`config.mk`:
```
export PLATFORM = sky130hd
export DESIGN_NAME = nmea_rmc_position_parser_core
export DESIGN_NICKNAME = d
export VERILOG_FILES = /design/src/hw/rtl/nrmc_pkg.sv /design/src/hw/rtl/nrmc_front.sv /design/src/hw/rtl/nrmc_queue.sv /design/src/hw/rtl/nrmc_back.sv /design/src/hw/rtl/nmea_rmc_position_parser_core.sv
export SDC_FILE = /design/constraint.sdc
export NUM_CORES = 2
export LEC_CHECK = 0
export BUFFER_PORTS_ARGS = -buffer_cell sky130_fd_sc_hd__buf_2
export CELL_PAD_IN_SITES_DETAIL_PLACEMENT = 0
export CELL_PAD_IN_SITES_GLOBAL_PLACEMENT = 2
export CORE_UTILIZATION = 44
export CTS_CLUSTER_SIZE = 25
export DETAILED_ROUTE_END_ITERATION = 12
export PLACE_DENSITY = 0.79
export RECOVER_POWER = 100
export SYNTH_ARGS = -nofsm -noshare
export SYNTH_HDL_FRONTEND = slang
export SYNTH_SLANG_ARGS = --single-unit
```
`constraint.sdc`:
```
create_clock -name i_clk -period 11.1 [get_ports i_clk]
set_input_delay 3.33 -clock i_clk [delete_from_list [all_inputs] [get_ports i_clk]]
set_output_delay 3.33 -clock i_clk [all_outputs]
set_load 0.005 [all_outputs]
```
`src/hw/rtl/nrmc_pkg.sv`:
```
// Shared constants, tables and the job type for the RMC position parser.
package nrmc_pkg;

    localparam int FRACTION_DIGITS = 5;

    function automatic longint unsigned pow10_f(input int n);
        longint unsigned r;
        r = 1;
        for (int i = 0; i < n; i++) begin
            r = r * 10;
        end
        return r;
    endfunction

    localparam longint unsigned SCALE = pow10_f(FRACTION_DIGITS);

    localparam int DEG_W  = 10;
    localparam int MIN_W  = 7;
    localparam int CNT_W  = 3;
    localparam int FRAC_W = $clog2(SCALE);
    // minutes in units of 10^-F minute stay below 128 * 10^F
    localparam int M_W    = $clog2(128 * SCALE);
    localparam int X_W    = 31;
    localparam int Y_W    = X_W - 2;
    localparam int Q_W    = 25;

    localparam logic [M_W-1:0]   SCALE_C       = M_W'(SCALE);
    localparam logic [31:0]      KSCALE        = 32'(pow10_f(7 - FRACTION_DIGITS));
    localparam logic [CNT_W-1:0] F_CODE        = CNT_W'(FRACTION_DIGITS);
    localparam logic [23:0]      UNITS_PER_DEG = 24'd10000000;
    localparam logic [31:0]      MAG_LIMIT     = 32'd1800000000;
    localparam logic [DEG_W-1:0] DEG_LIMIT     = 10'd180;
    localparam logic [31:0]      RECIP15       = 32'h11111111;

    localparam logic [23:0] POW10_TBL [8] = '{
        24'd1, 24'd10, 24'd100, 24'd1000, 24'd10000,
        24'd100000, 24'd1000000, 24'd10000000
    };

    localparam logic KIND_LAT = 1'b0;
    localparam logic KIND_LON = 1'b1;

    typedef struct packed {
        logic              kind;
        logic              neg;
        logic [DEG_W-1:0]  degree;
        logic [MIN_W-1:0]  minute;
        logic [FRAC_W-1:0] frac;
        logic [CNT_W-1:0]  count;
    } t_job;

endpackage

```
`src/hw/rtl/nrmc_front.sv`:
```
// Character parser: header match, field split and coordinate digit capture.
module nrmc_front (
    input  logic          i_clk,
    input  logic          i_rst_n,
    input  logic          i_char_valid,
    output logic          o_char_ready,
    input  logic [7:0]    i_char_in,
    output logic          o_job_valid,
    output nrmc_pkg::t_job o_job,
    input  logic          i_job_ready
);
    import nrmc_pkg::*;

    typedef enum logic [2:0] {
        PEND_NONE = 3'b001,
        PEND_LAT  = 3'b010,
        PEND_LON  = 3'b100
    } t_pend;

    localparam logic [7:0] CHR_DOLLAR = 8'h24;
    localparam logic [7:0] CHR_COMMA  = 8'h2C;
    localparam logic [7:0] CHR_DOT    = 8'h2E;
    localparam logic [7:0] CHR_ZERO   = 8'h30;
    localparam logic [7:0] CHR_NINE   = 8'h39;
    localparam logic [7:0] CHR_O      = 8'h4F;
    localparam logic [7:0] HDR_TEXT [5] = '{8'h47, 8'h4E, 8'h52, 8'h4D, 8'h43};
    localparam logic [2:0] HDR_LEN    = 3'd5;
    localparam logic [3:0] FIELD_LAT  = 4'd3;
    localparam logic [3:0] FIELD_LON  = 4'd5;
    localparam logic [3:0] FIELD_MAX  = 4'd15;
    localparam logic [4:0] CHARS_MAX  = 5'd31;
    localparam logic [MIN_W-1:0] MIN_MAX = 7'd127;

    logic [2:0]        r_header_pos, n_header_pos;
    logic              r_header_match, n_header_match;
    logic [3:0]        r_field_index, n_field_index;
    logic [4:0]        r_chars, n_chars;
    logic [DEG_W-1:0]  r_degree, n_degree;
    logic [MIN_W-1:0]  r_minute, n_minute;
    logic [FRAC_W-1:0] r_frac, n_frac;
    logic [CNT_W-1:0]  r_frac_cnt, n_frac_cnt;
    logic              r_dot, n_dot;
    t_pend             r_pending, n_pending;

    logic accept;

    assign o_char_ready = (r_pending == PEND_NONE) | i_job_ready;
    assign accept       = i_char_valid & o_char_ready;
    assign o_job_valid  = i_char_valid & (r_pending != PEND_NONE);

    always_comb begin
        o_job.kind   = (r_pending == PEND_LON) ? KIND_LON : KIND_LAT;
        o_job.neg    = (i_char_in > CHR_O);
        o_job.degree = r_degree;
        o_job.minute = r_minute;
        o_job.frac   = r_frac;
        o_job.count  = r_frac_cnt;
    end

    always_comb begin
        logic [3:0]        d;
        logic [4:0]        deg_digits;
        logic [DEG_W+3:0]  deg_w;
        logic [MIN_W+3:0]  min_w;
        logic [FRAC_W+3:0] frac_w;
        n_header_pos   = r_header_pos;
        n_header_match = r_header_match;
        n_field_index  = r_field_index;
        n_chars        = r_chars;
        n_degree       = r_degree;
        n_minute       = r_minute;
        n_frac         = r_frac;
        n_frac_cnt     = r_frac_cnt;
        n_dot          = r_dot;
        n_pending      = r_pending;
        d              = 4'(i_char_in - CHR_ZERO);
        deg_digits     = (r_field_index == FIELD_LAT) ? 5'd2 : 5'd3;
        deg_w          = {4'b0, r_degree} * (DEG_W+4)'(10) + (DEG_W+4)'(d);
        min_w          = {4'b0, r_minute} * (MIN_W+4)'(10) + (MIN_W+4)'(d);
        frac_w         = {4'b0, r_frac} * (FRAC_W+4)'(10) + (FRAC_W+4)'(d);
        if (accept) begin
            // the direction character closes out the pending coordinate
            if (r_pending != PEND_NONE) begin
                n_pending  = PEND_NONE;
                n_chars    = '0;
                n_degree   = '0;
                n_minute   = '0;
                n_frac     = '0;
                n_frac_cnt = '0;
                n_dot      = 1'b0;
            end
            priority if (i_char_in == CHR_DOLLAR) begin
                n_header_pos   = '0;
                n_header_match = 1'b1;
                n_field_index  = '0;
                n_chars        = '0;
                n_degree       = '0;
                n_minute       = '0;
                n_frac         = '0;
                n_frac_cnt     = '0;
                n_dot          = 1'b0;
            end else if (!r_header_match) begin
                n_header_match = 1'b0;
            end else if (r_header_pos < HDR_LEN) begin
                if (i_char_in != HDR_TEXT[r_header_pos]) begin
                    n_header_match = 1'b0;
                end
                n_header_pos = r_header_pos + 3'd1;
            end else if (i_char_in == CHR_COMMA) begin
                if (r_field_index == FIELD_LAT) begin
                    n_pending = PEND_LAT;
                end else if (r_field_index == FIELD_LON) begin
                    n_pending = PEND_LON;
                end
                if (r_field_index < FIELD_MAX) begin
                    n_field_index = r_field_index + 4'd1;
                end
            end else if (r_field_index == FIELD_LAT || r_field_index == FIELD_LON) begin
                // no coordinate can be pending here, so r_ and n_ agree
                if (i_char_in >= CHR_ZERO && i_char_in <= CHR_NINE) begin
                    if (!r_dot) begin
                        if (r_chars < deg_digits) begin
                            n_degree = deg_w[DEG_W-1:0];
                        end else begin
                            n_minute = (min_w > (MIN_W+4)'(MIN_MAX)) ? MIN_MAX
                                                                      : min_w[MIN_W-1:0];
                        end
                        if (r_chars < CHARS_MAX) begin
                            n_chars = r_chars + 5'd1;
                        end
                    end else if (r_frac_cnt < F_CODE) begin
                        n_frac     = frac_w[FRAC_W-1:0];
                        n_frac_cnt = r_frac_cnt + CNT_W'(1);
                    end
                end else if (i_char_in == CHR_DOT) begin
                    n_dot = 1'b1;
                end
            end
        end
    end

    always_ff @(posedge i_clk) begin
        if (!i_rst_n) begin
            r_header_pos   <= '0;
            r_header_match <= 1'b0;
            r_field_index  <= '0;
            r_chars        <= '0;
            r_degree       <= '0;
            r_minute       <= '0;
            r_frac         <= '0;
            r_frac_cnt     <= '0;
            r_dot          <= 1'b0;
            r_pending      <= PEND_NONE;
        end else begin
            r_header_pos   <= n_header_pos;
            r_header_match <= n_header_match;
            r_field_index  <= n_field_index;
            r_chars        <= n_chars;
            r_degree       <= n_degree;
            r_minute       <= n_minute;
            r_frac         <= n_frac;
            r_frac_cnt     <= n_frac_cnt;
            r_dot          <= n_dot;
            r_pending      <= n_pending;
        end
    end

endmodule

```
`src/hw/rtl/nrmc_queue.sv`:
```
// Two-entry job queue between the parser and the arithmetic pipeline.
module nrmc_queue (
    input  logic           i_clk,
    input  logic           i_rst_n,
    input  logic           i_push_valid,
    output logic           o_push_ready,
    input  nrmc_pkg::t_job i_push_job,
    output logic           o_pop_valid,
    input  logic           i_pop_ready,
    output nrmc_pkg::t_job o_pop_job
);
    import nrmc_pkg::*;

    t_job       r_mem [2];
    logic       r_wr_ptr, r_rd_ptr;
    logic [1:0] r_count;
    logic       push, pop;

    assign o_push_ready = (r_count != 2'd2);
    assign o_pop_valid  = (r_count != 2'd0);
    assign push         = i_push_valid & o_push_ready;
    assign pop          = o_pop_valid & i_pop_ready;
    assign o_pop_job    = r_mem[r_rd_ptr];

    always_ff @(posedge i_clk) begin
        if (push) begin
            r_mem[r_wr_ptr] <= i_push_job;
        end
    end

    always_ff @(posedge i_clk) begin
        if (!i_rst_n) begin
            r_wr_ptr <= 1'b0;
            r_rd_ptr <= 1'b0;
            r_count  <= 2'd0;
        end else begin
            if (push) begin
                r_wr_ptr <= ~r_wr_ptr;
            end
            if (pop) begin
                r_rd_ptr <= ~r_rd_ptr;
            end
            r_count <= r_count + {1'b0, push} - {1'b0, pop};
        end
    end

    a_count_range: assert property (@(posedge i_clk) disable iff (!i_rst_n)
        r_count != 2'd3)
        else $error("queue count out of range");

    a_ptr_count: assert property (@(posedge i_clk) disable iff (!i_rst_n)
        (r_wr_ptr == r_rd_ptr) == (r_count != 2'd1))
        else $error("queue pointers disagree with count");

    a_no_drop: assert property (@(posedge i_clk) disable iff (!i_rst_n)
        (r_count == 2'd2 && !i_pop_ready) |=> (r_count == 2'd2))
        else $error("queue lost an entry while stalled");

endmodule

```
`src/hw/rtl/nrmc_back.sv`:
```
// Arithmetic pipeline: degrees plus rounded minutes/60, saturate and sign.
module nrmc_back (
    input  logic                 i_clk,
    input  logic                 i_rst_n,
    input  logic                 i_job_valid,
    output logic                 o_job_ready,
    input  nrmc_pkg::t_job       i_job,
    output logic                 o_coord_valid,
    input  logic                 i_coord_ready,
    output logic                 o_coord_kind,
    output logic signed [31:0]   o_coord_value
);
    import nrmc_pkg::*;

    typedef struct packed {
        logic        kind;
        logic        neg;
        logic        sat;
        logic [30:0] degmul;
    } t_side;

    logic r_v1, r_v2, r_v3, r_v4, r_v5, r_v6;
    logic en1, en2, en3, en4, en5, en6;

    t_side          r1_side, r2_side, r3_side, r4_side, r5_side;
    logic [M_W-1:0] r1_pmin, r1_pfrac, r2_m;
    logic [Y_W-1:0] r3_y, r4_y;
    logic [Y_W+31:0] r4_prod;
    logic [Q_W-1:0] r5_qest;
    logic [4:0]     r5_rem;
    logic           r6_kind;
    logic [31:0]    r6_value;

    logic [FRAC_W+23:0] pfrac_w;
    logic [DEG_W+23:0]  degmul_w;
    logic [M_W+31:0]    mk_w;
    logic [X_W-1:0]     x_w;
    logic [Y_W-1:0]     rem_w;
    logic [Q_W-1:0]     q_w;
    logic [31:0]        mag_w, mag_sat;

    assign en6 = !r_v6 | i_coord_ready;
    assign en5 = !r_v5 | en6;
    assign en4 = !r_v4 | en5;
    assign en3 = !r_v3 | en4;
    assign en2 = !r_v2 | en3;
    assign en1 = !r_v1 | en2;
    assign o_job_ready = en1;

    assign o_coord_valid = r_v6;
    assign o_coord_kind  = r6_kind;
    assign o_coord_value = $signed(r6_value);

    // stage 1 products, stage 3 scale to 1e-7 minute plus half of 60
    assign pfrac_w  = i_job.frac * POW10_TBL[F_CODE - i_job.count];
    assign degmul_w = i_job.degree * UNITS_PER_DEG;
    assign mk_w     = r2_m * KSCALE;
    assign x_w      = mk_w[X_W-1:0] + X_W'(30);
    // y / 15 by reciprocal: estimate is exact or one low, remainder below 30
    assign rem_w    = r4_y - {r4_prod[Y_W+27:32], 4'b0} + Y_W'(r4_prod[Q_W+31:32]);
    assign q_w      = r5_qest + Q_W'(r5_rem >= 5'd15);
    assign mag_w    = {1'b0, r5_side.degmul} + 32'(q_w);
    assign mag_sat  = (r5_side.sat || mag_w > MAG_LIMIT) ? MAG_LIMIT : mag_w;

    always_ff @(posedge i_clk) begin
        if (en1) begin
            r1_pmin        <= M_W'(i_job.minute * SCALE_C);
            r1_pfrac       <= pfrac_w[M_W-1:0];
            r1_side.kind   <= i_job.kind;
            r1_side.neg    <= i_job.neg;
            r1_side.sat    <= (i_job.degree > DEG_LIMIT);
            r1_side.degmul <= degmul_w[30:0];
        end
        if (en2) begin
            r2_m    <= r1_pmin + r1_pfrac;
            r2_side <= r1_side;
        end
        if (en3) begin
            r3_y    <= x_w[X_W-1:2];
            r3_side <= r2_side;
        end
        if (en4) begin
            r4_prod <= r3_y * RECIP15;
            r4_y    <= r3_y;
            r4_side <= r3_side;
        end
        if (en5) begin
            r5_qest <= r4_prod[Q_W+31:32];
            r5_rem  <= rem_w[4:0];
            r5_side <= r4_side;
        end
        if (en6) begin
            r6_kind  <= r5_side.kind;
            r6_value <= r5_side.neg ? (32'd0 - mag_sat) : mag_sat;
        end
    end

    always_ff @(posedge i_clk) begin
        if (!i_rst_n) begin
            r_v1 <= 1'b0;
            r_v2 <= 1'b0;
            r_v3 <= 1'b0;
            r_v4 <= 1'b0;
            r_v5 <= 1'b0;
            r_v6 <= 1'b0;
        end else begin
            if (en1) r_v1 <= i_job_valid;
            if (en2) r_v2 <= r_v1;
            if (en3) r_v3 <= r_v2;
            if (en4) r_v4 <= r_v3;
            if (en5) r_v5 <= r_v4;
            if (en6) r_v6 <= r_v5;
        end
    end

    a_minutes_range: assert property (@(posedge i_clk) disable iff (!i_rst_n)
        r_v2 |-> (r2_m < M_W'(128 * SCALE)))
        else $error("minute value out of range");

    a_recip_rem: assert property (@(posedge i_clk) disable iff (!i_rst_n)
        r_v5 |-> (r5_rem < 5'd30))
        else $error("reciprocal estimate off by more than one");

    a_out_range: assert property (@(posedge i_clk) disable iff (!i_rst_n)
        o_coord_valid |-> (o_coord_value <= 32'sd1800000000 &&
                           o_coord_value >= -32'sd1800000000))
        else $error("coordinate beyond limit");

endmodule

```
`src/hw/rtl/nmea_rmc_position_parser_core.sv`:
```
// Top level of the RMC position parser: parser, job queue, arithmetic pipeline.
//
//  channel  | direction | handshake                      | payload
//  ---------+-----------+--------------------------------+------------------------------
//  char     | in        | i_char_valid / o_char_ready    | i_char_in[7:0]
//  coord    | out       | o_coord_valid / i_coord_ready  | o_coord_kind, o_coord_value
//
// One character per cycle is taken unless the parser stalls; its state is registered.
// A coordinate follows its direction character through the queue and the arithmetic
// pipeline (divide by 60: shift by two, then reciprocal divide by 15 over three stages).
// The parser stalls only when a coordinate is due and the 2-entry queue is full.
// Synchronous active-low reset clears control state; nothing to sweep afterwards.
module nmea_rmc_position_parser_core (
    input  logic               i_clk,
    input  logic               i_rst_n,
    input  logic               i_char_valid,
    output logic               o_char_ready,
    input  logic [7:0]         i_char_in,
    output logic               o_coord_valid,
    input  logic               i_coord_ready,
    output logic               o_coord_kind,
    output logic signed [31:0] o_coord_value
);
    import nrmc_pkg::*;

    logic fe_valid, fe_ready;
    logic q_valid, q_ready;
    t_job fe_job, q_job;

    nrmc_front u_front (
        .i_clk        (i_clk),
        .i_rst_n      (i_rst_n),
        .i_char_valid (i_char_valid),
        .o_char_ready (o_char_ready),
        .i_char_in    (i_char_in),
        .o_job_valid  (fe_valid),
        .o_job        (fe_job),
        .i_job_ready  (fe_ready)
    );

    nrmc_queue u_queue (
        .i_clk        (i_clk),
        .i_rst_n      (i_rst_n),
        .i_push_valid (fe_valid),
        .o_push_ready (fe_ready),
        .i_push_job   (fe_job),
        .o_pop_valid  (q_valid),
        .i_pop_ready  (q_ready),
        .o_pop_job    (q_job)
    );

    nrmc_back u_back (
        .i_clk         (i_clk),
        .i_rst_n       (i_rst_n),
        .i_job_valid   (q_valid),
        .o_job_ready   (q_ready),
        .i_job         (q_job),
        .o_coord_valid (o_coord_valid),
        .i_coord_ready (i_coord_ready),
        .o_coord_kind  (o_coord_kind),
        .o_coord_value (o_coord_value)
    );

endmodule

```
[After elaboration in Yosys (flattened, before gate mapping)]
Memories as Yosys holds them, arrays and structs flattened. A register that Yosys moved wholly into a read port is not among the register bits.
Cells that the tools add are included.
Storage, ports and cells
  bits in registers: 420
  RAM bits: 78
  ROM bits: 256
  input port bits: 12
  output and inout port bits: 35
  memories kept: 3
Memory list
  (no name shown): depth 8, bits a word 24, read ports 1, clocked after Yosys merged registers in 0, wr ports 0, line nrmc_back.sv:55  | assign pfrac_w = i_job.frac * POW10_TBL[F_CODE - i_job.count];
  u_queue.r_mem: depth 2, bits a word 39, read ports 1, clocked after Yosys merged registers in 1, wr ports 1, line nrmc_queue.sv:14  | t_job r_mem [2];
  (no name shown): depth 8, bits a word 8, read ports 1, clocked after Yosys merged registers in 0, wr ports 0, line nrmc_front.sv:105  | if (i_char_in != HDR_TEXT[r_header_pos]) begin
Cells by class
  add/sub/neg operators: 18
  $mul: 8
  magnitude comparators: 14
  equality and inequality tests: 11
  mux-type cells: 85
  bitwise gates (word level): 15
  reductions and logical operators: 16
Operator list (count)
  17-bit 2-to-1 mux: 9
  10-bit 2-to-1 mux: 9
  7-bit 2-to-1 mux: 10
  32-bit 2-to-1 mux: 2
  29-bit by 29-bit multiplier with 57-bit output, second input constant: 1
  3-bit 2-to-1 mux: 19
  24-bit 2-to-1 mux: 2
  5-bit 2-to-1 mux: 9
  31-bit by 25-bit adder with 32-bit output: 1
  32-bit by 31-bit greater-than comparator with 1-bit output, second input constant: 1
  1-bit by 32-bit subtractor with 32-bit output, first input constant: 1
  31-bit by 5-bit adder with 31-bit output, second input constant: 1
  24-bit by 5-bit multiplier with 29-bit output, second input constant: 1
  25-bit by 1-bit adder with 25-bit output: 1
  24-bit adder: 1
  8-bit by 6-bit equality test with 1-bit output, second input constant: 3
  10-bit by 17-bit multiplier with 24-bit output, second input constant: 1
  17-bit by 24-bit multiplier with 24-bit output: 1
  4-bit 2-to-1 mux: 5
  7-bit by 12-bit multiplier with 19-bit output, second input constant: 1
  1-bit 2-to-1 mux: 18
  17-bit by 4-bit adder with 17-bit output: 1
  17-bit by 3-bit multiplier with 16-bit output, second input constant: 1
  8-bit 2-to-1 mux: 2
  other kinds (42): 66

[Longest topological paths before layout]
  depth in word-level cells: 12
  gate-level depth with buffers: 34
  mapped depth without buffers: 28

[Hierarchy]
From an unflattened synthesis, not the netlist that was laid out.
Unflattened totals
  cells, all modules: 4143
  area total of the unflattened synthesis: 43729.4 µm²
Modules (own cells, without submodules)
  nrmc_back: instances 1, cells an instance 3396, area each 35625.4 µm²
  nrmc_front: instances 1, cells an instance 602, area each 5009.8 µm²
  nrmc_queue: instances 1, cells an instance 145, area each 3094.2 µm²

[Least setup slack after synthesis]
OpenSTA, ideal clock, no wires.
  kind: reg2reg
  start point: reg with a tool-made name
  end point: reg u_back.r1_pfrac[23], data pin
  setup time: 260 ps
  arrival time: 8511 ps
  required time: 10840 ps
  slack: 2329 ps
  stages on the path, launching flop included: 29
  buffers on the path: 7
  clock period less this slack: 8771 ps
  cells stage by stage: dfxtp_1 > clkbuf_1 > clkbuf_1 > clkbuf_1 > buf_1 > mux2_2 > ha_1 > clkbuf_1 > clkbuf_1 > and2_1 > clkbuf_1 > nand2_1 > fa_1 > inv_1 > fa_1 > ha_1 > fa_1 > inv_1 > fa_1 > fa_1 > inv_1 > ha_1 > o41ai_1 > o211ai_1 > a31o_2 > o41ai_1 > o21bai_1 > a21oi_1 > xnor2_1
RTL lines
  end signal, assigned: line nrmc_back.sv:68  | r1_pfrac <= pfrac_w[M_W-1:0];
  end, declared: line nrmc_back.sv:26  | logic [M_W-1:0] r1_pmin, r1_pfrac, r2_m;

[Final worst setup path]
  start point: reg u_back.r5_rem[3]
  end point: reg u_back.r6_value[30], in the netlist u_back.o_coord_value[30], data pin
Between the ends
  word-level cells in the longest chain between the ends: 8
RTL lines
  start, declared: line nrmc_back.sv:30  | logic [4:0] r5_rem;
  start signal, assigned: line nrmc_back.sv:89  | r5_rem <= rem_w[4:0];
  5-bit by 4-bit >= comparator with 1-bit output (*): line nrmc_back.sv:61  | assign q_w = r5_qest + Q_W'(r5_rem >= 5'd15);
  25-bit by 1-bit adder with 25-bit output (*): line nrmc_back.sv:61
  31-bit by 25-bit adder with 32-bit output (*): line nrmc_back.sv:62  | assign mag_w = {1'b0, r5_side.degmul} + 32'(q_w);
  32-bit by 31-bit greater-than comparator with 1-bit output: line nrmc_back.sv:63  | assign mag_sat = (r5_side.sat || mag_w > MAG_LIMIT) ? MAG_LIMIT : mag_w;
  1-bit logical OR: line nrmc_back.sv:63
  32-bit 2-to-1 mux (*): line nrmc_back.sv:63
  1-bit by 32-bit subtractor with 32-bit output: line nrmc_back.sv:94  | r6_value <= r5_side.neg ? (32'd0 - mag_sat) : mag_sat;
  32-bit 2-to-1 mux (*): line nrmc_back.sv:94
  end signal, assigned: line nrmc_back.sv:94
  end, declared: line nrmc_back.sv:32  | logic [31:0] r6_value;
Every way passes the cells marked *; elsewhere a longest branch is shown, timed or not.
A chain may end at the register's enable or synchronous reset.

==> flow_summary.toml <==
[final_layout]
area.sequential_um2 = 13400
nets = 5181
fin_cells = 5493
fillCellCount = 9060
multiInputGateArea_um2 = 26600
drive_gt1_share_pct = 4.36
final_util_pct = 48.0
areaGrowthSynthToFinish_pct = 8.09
antenna_cells = 0

[cts]
numCtsBuffers = 53
cts_hold_buf = 0
cts.clk_slew.worst_paths_ns = 0.06
cts.sinks = 467
cts_tree = "yes"
htreeDepth = 2
clk_latency_ns = 0.65
root_buffer = "clkbuf_16"
post_cts_resized = 0
cts_setup_buffers = 0
clockBufferDepth = 3

[timing]
fin_hold_ws_ns = 0.376
setup_tns_ns = 0
relSlewSlack_pct = -146
clock_skew_ns = 0.0622
worst_pin_slew_ns = 3.69
period_share_pct = 80.8
period_minus_slack_ns = 8.97
rsz0062_at_grt = "no"
fmax_ghz = 0.111
finalSetupViolCount = 0
drv_slew = 466
hold_viol = 0

[synth]
synth_ff_type = "edfxtp_1"
synth_cell_types = 91
ys_seq_area_share_pct = 31.2
synthTopCellsByCount = "inv_1 (710), ha_1 (623), edfxtp_1 (402)"
syn_area_per_cell_um2 = 10.4
synth_seq_cells = 467
synthArstFlopShare_pct = 0
ys_top_cells_by_area = "edfxtp_1 (28%), ha_1 (18%), fa_1 (17%), inv_1 (6.2%), xnor2_1 (4.1%)"
ys_warn_count = 0
syn_nets = 5126
yosysTopAreaCellShare_pct = 28.1
synth_area_leader_cell = "edfxtp_1"
syn_area_um2 = 42900
syn-instance-count = 4119
yosysMostFrequentCell = "inv_1"
synth_edf_count = 402

[critical_path]
worst_setup_path_start_kind = "register"
required_ns = 11.58
path_class = "register to register"
arrival_ns = 9.46
max_stage_delay_ns = 0.61
slowest_stage = "o21ai_0"
end_kind = "register"
worstPathMaxFanout = 30

[floorplanning]
rows = 114
die_y_um = 314
die_w_um = 314
dieArea_um2 = 98700
ios = 47
start_util_pct = 44.4
core_region_area_um2 = 96600

[run]
maxCapViolations = 10

[global_routing]
first_global_vias = 29000
grt_use_total_pct = 20.2
grt_max_degree = 68
grt_first_pass_wirelength_mm = 157
antenna_found_initial = 1
grt-ovfl-total = 0

[placement]
hpwl_mm = 79.1
buffer_ports.inserted = 46
place_inst = 5395
place.gp.congestion = 0.878

[drt]
ant_nets = 0
routedWlPerCell_um = 17.7
drc_errors = 0
vias = 28200
postRouteWirelength_mm = 97.2
drt_iter0_drc = 1195
via_per_inst = 5.14
drt_first_pass_iters = 5

[min_path]
min_path_type = "register to register"

[outcome]
status = "finished with violations"
violations = "max-capacitance violations, max-slew violations"
-- final cells by class --
cell class	count	share of cell area, %
Sequential cell	467	28.8
Inverter	712	5.76
Multi-Input combinational cell	2870	57.3
Clock buffer	65	3.04
Clock inverter	33	0.834
Timing Repair Buffer	70	0.739
Tap cell	1276	3.44
-- per-stage QoR --
| stage | cell area (µm²) | worst slack (ns) |
|---|---|---|
| floorplan | 42900 | 2.33 |
| global placement | 44700 | 2.43 |
| detailed placement | 44700 | 2.29 |
| CTS | 46500 | 2.22 |
| global route | 46400 | 1.20 |
| finish | 46400 | 2.13 |
-- critical path: cells and delay by family, from the launching register on --
kind | cells | cell delay, ns
and+or+nand+nor | 13 | 3.98
adders and majority gates | 4 | 1.25
muxes | 1 | 0.35
buffers and inverters | 1 | 0.50
DFF | 1 | 0.33
AOI/OAI and AO/OA | 7 | 1.93
xor gates and xnor gates | 2 | 0.47
-- logic make-up after synthesis --
| kind of cell | Yosys count | synth area share [%] |
|---|---|---|
| buf+inv | 782 | 6.86 |
| simple gates | 948 | 10.2 |
| compound gates | 586 | 8.93 |
| fa+ha+maj | 995 | 35.5 |
| flops | 467 | 31.2 |
| mux | 67 | 1.66 |
| xor+xnor | 274 | 5.61 |
-- worst paths after layout --
check                     start                  endpoint  slack [ns]  depth (start not counted)
min reg2reg  u_back.r3_side[10]        u_back.r4_side[10]        0.38                          0
max            u_back.r5_rem[3]  u_back.o_coord_value[30]        2.13                         28
min          u_back.r3_side[10]        u_back.r4_side[10]        0.38                          0
max reg2reg    u_back.r5_rem[3]  u_back.o_coord_value[30]        2.13                         28
-- layout by cell type, fill, tap and decap left out, types with 11 or more instances in the layout --
master / count
inv_1: 707
ha_1: 623
edfxtp_1: 402
fa_1: 372
nor2_1: 313
nand2_1: 276
xnor2_1: 203
a21oi_1: 166
o21ai_0: 99
nand3_1: 79
xor2_1: 70
dfxtp_1: 65
nor3_1: 62
a21o_1: 56
clkbuf_16: 53
mux2i_1: 43
clkbuf_1: 36
nand2b_1: 34
a31oi_1: 34
a22oi_1: 30
buf_2: 30
and3_1: 29
o21bai_1: 28
nor2b_1: 27
o21a_1: 24
nand4_1: 21
mux2_2: 21
o211ai_1: 20
a211oi_1: 18
nor4_1: 15
or3_1: 13
and2_1: 12
buf_4: 11
-- flip-flops by register name, summed over array words and instances (netlist names), 27 cells and up, named ones only --
| name | cells |
|---|---|
| u_queue.r_mem | 78 |
| u_back.r3_y | 29 |
| u_back.r3_side | 27 |
| u_back.o_coord_value | 32 |
| u_back.r5_side | 27 |
| u_back.r2_side | 27 |
| u_back.r1_side | 27 |
| u_back.r4_side | 27 |
-- routing by layer --
layer | GRT usage, % | vias to the layer above | part of all wire [%]
met5 | 0 | - | 0
met4 | 6.64 | 0 | 3.2
met3 | 2.24 | 148 | 3.1
met2 | 34.5 | 387 | 48
met1 | 26.6 | 13600 | 46
li1 | - | 14100 | -
Power is not shown: default switching activity piles up to over one toggle a cycle in this logic, so the estimate is an artifact.
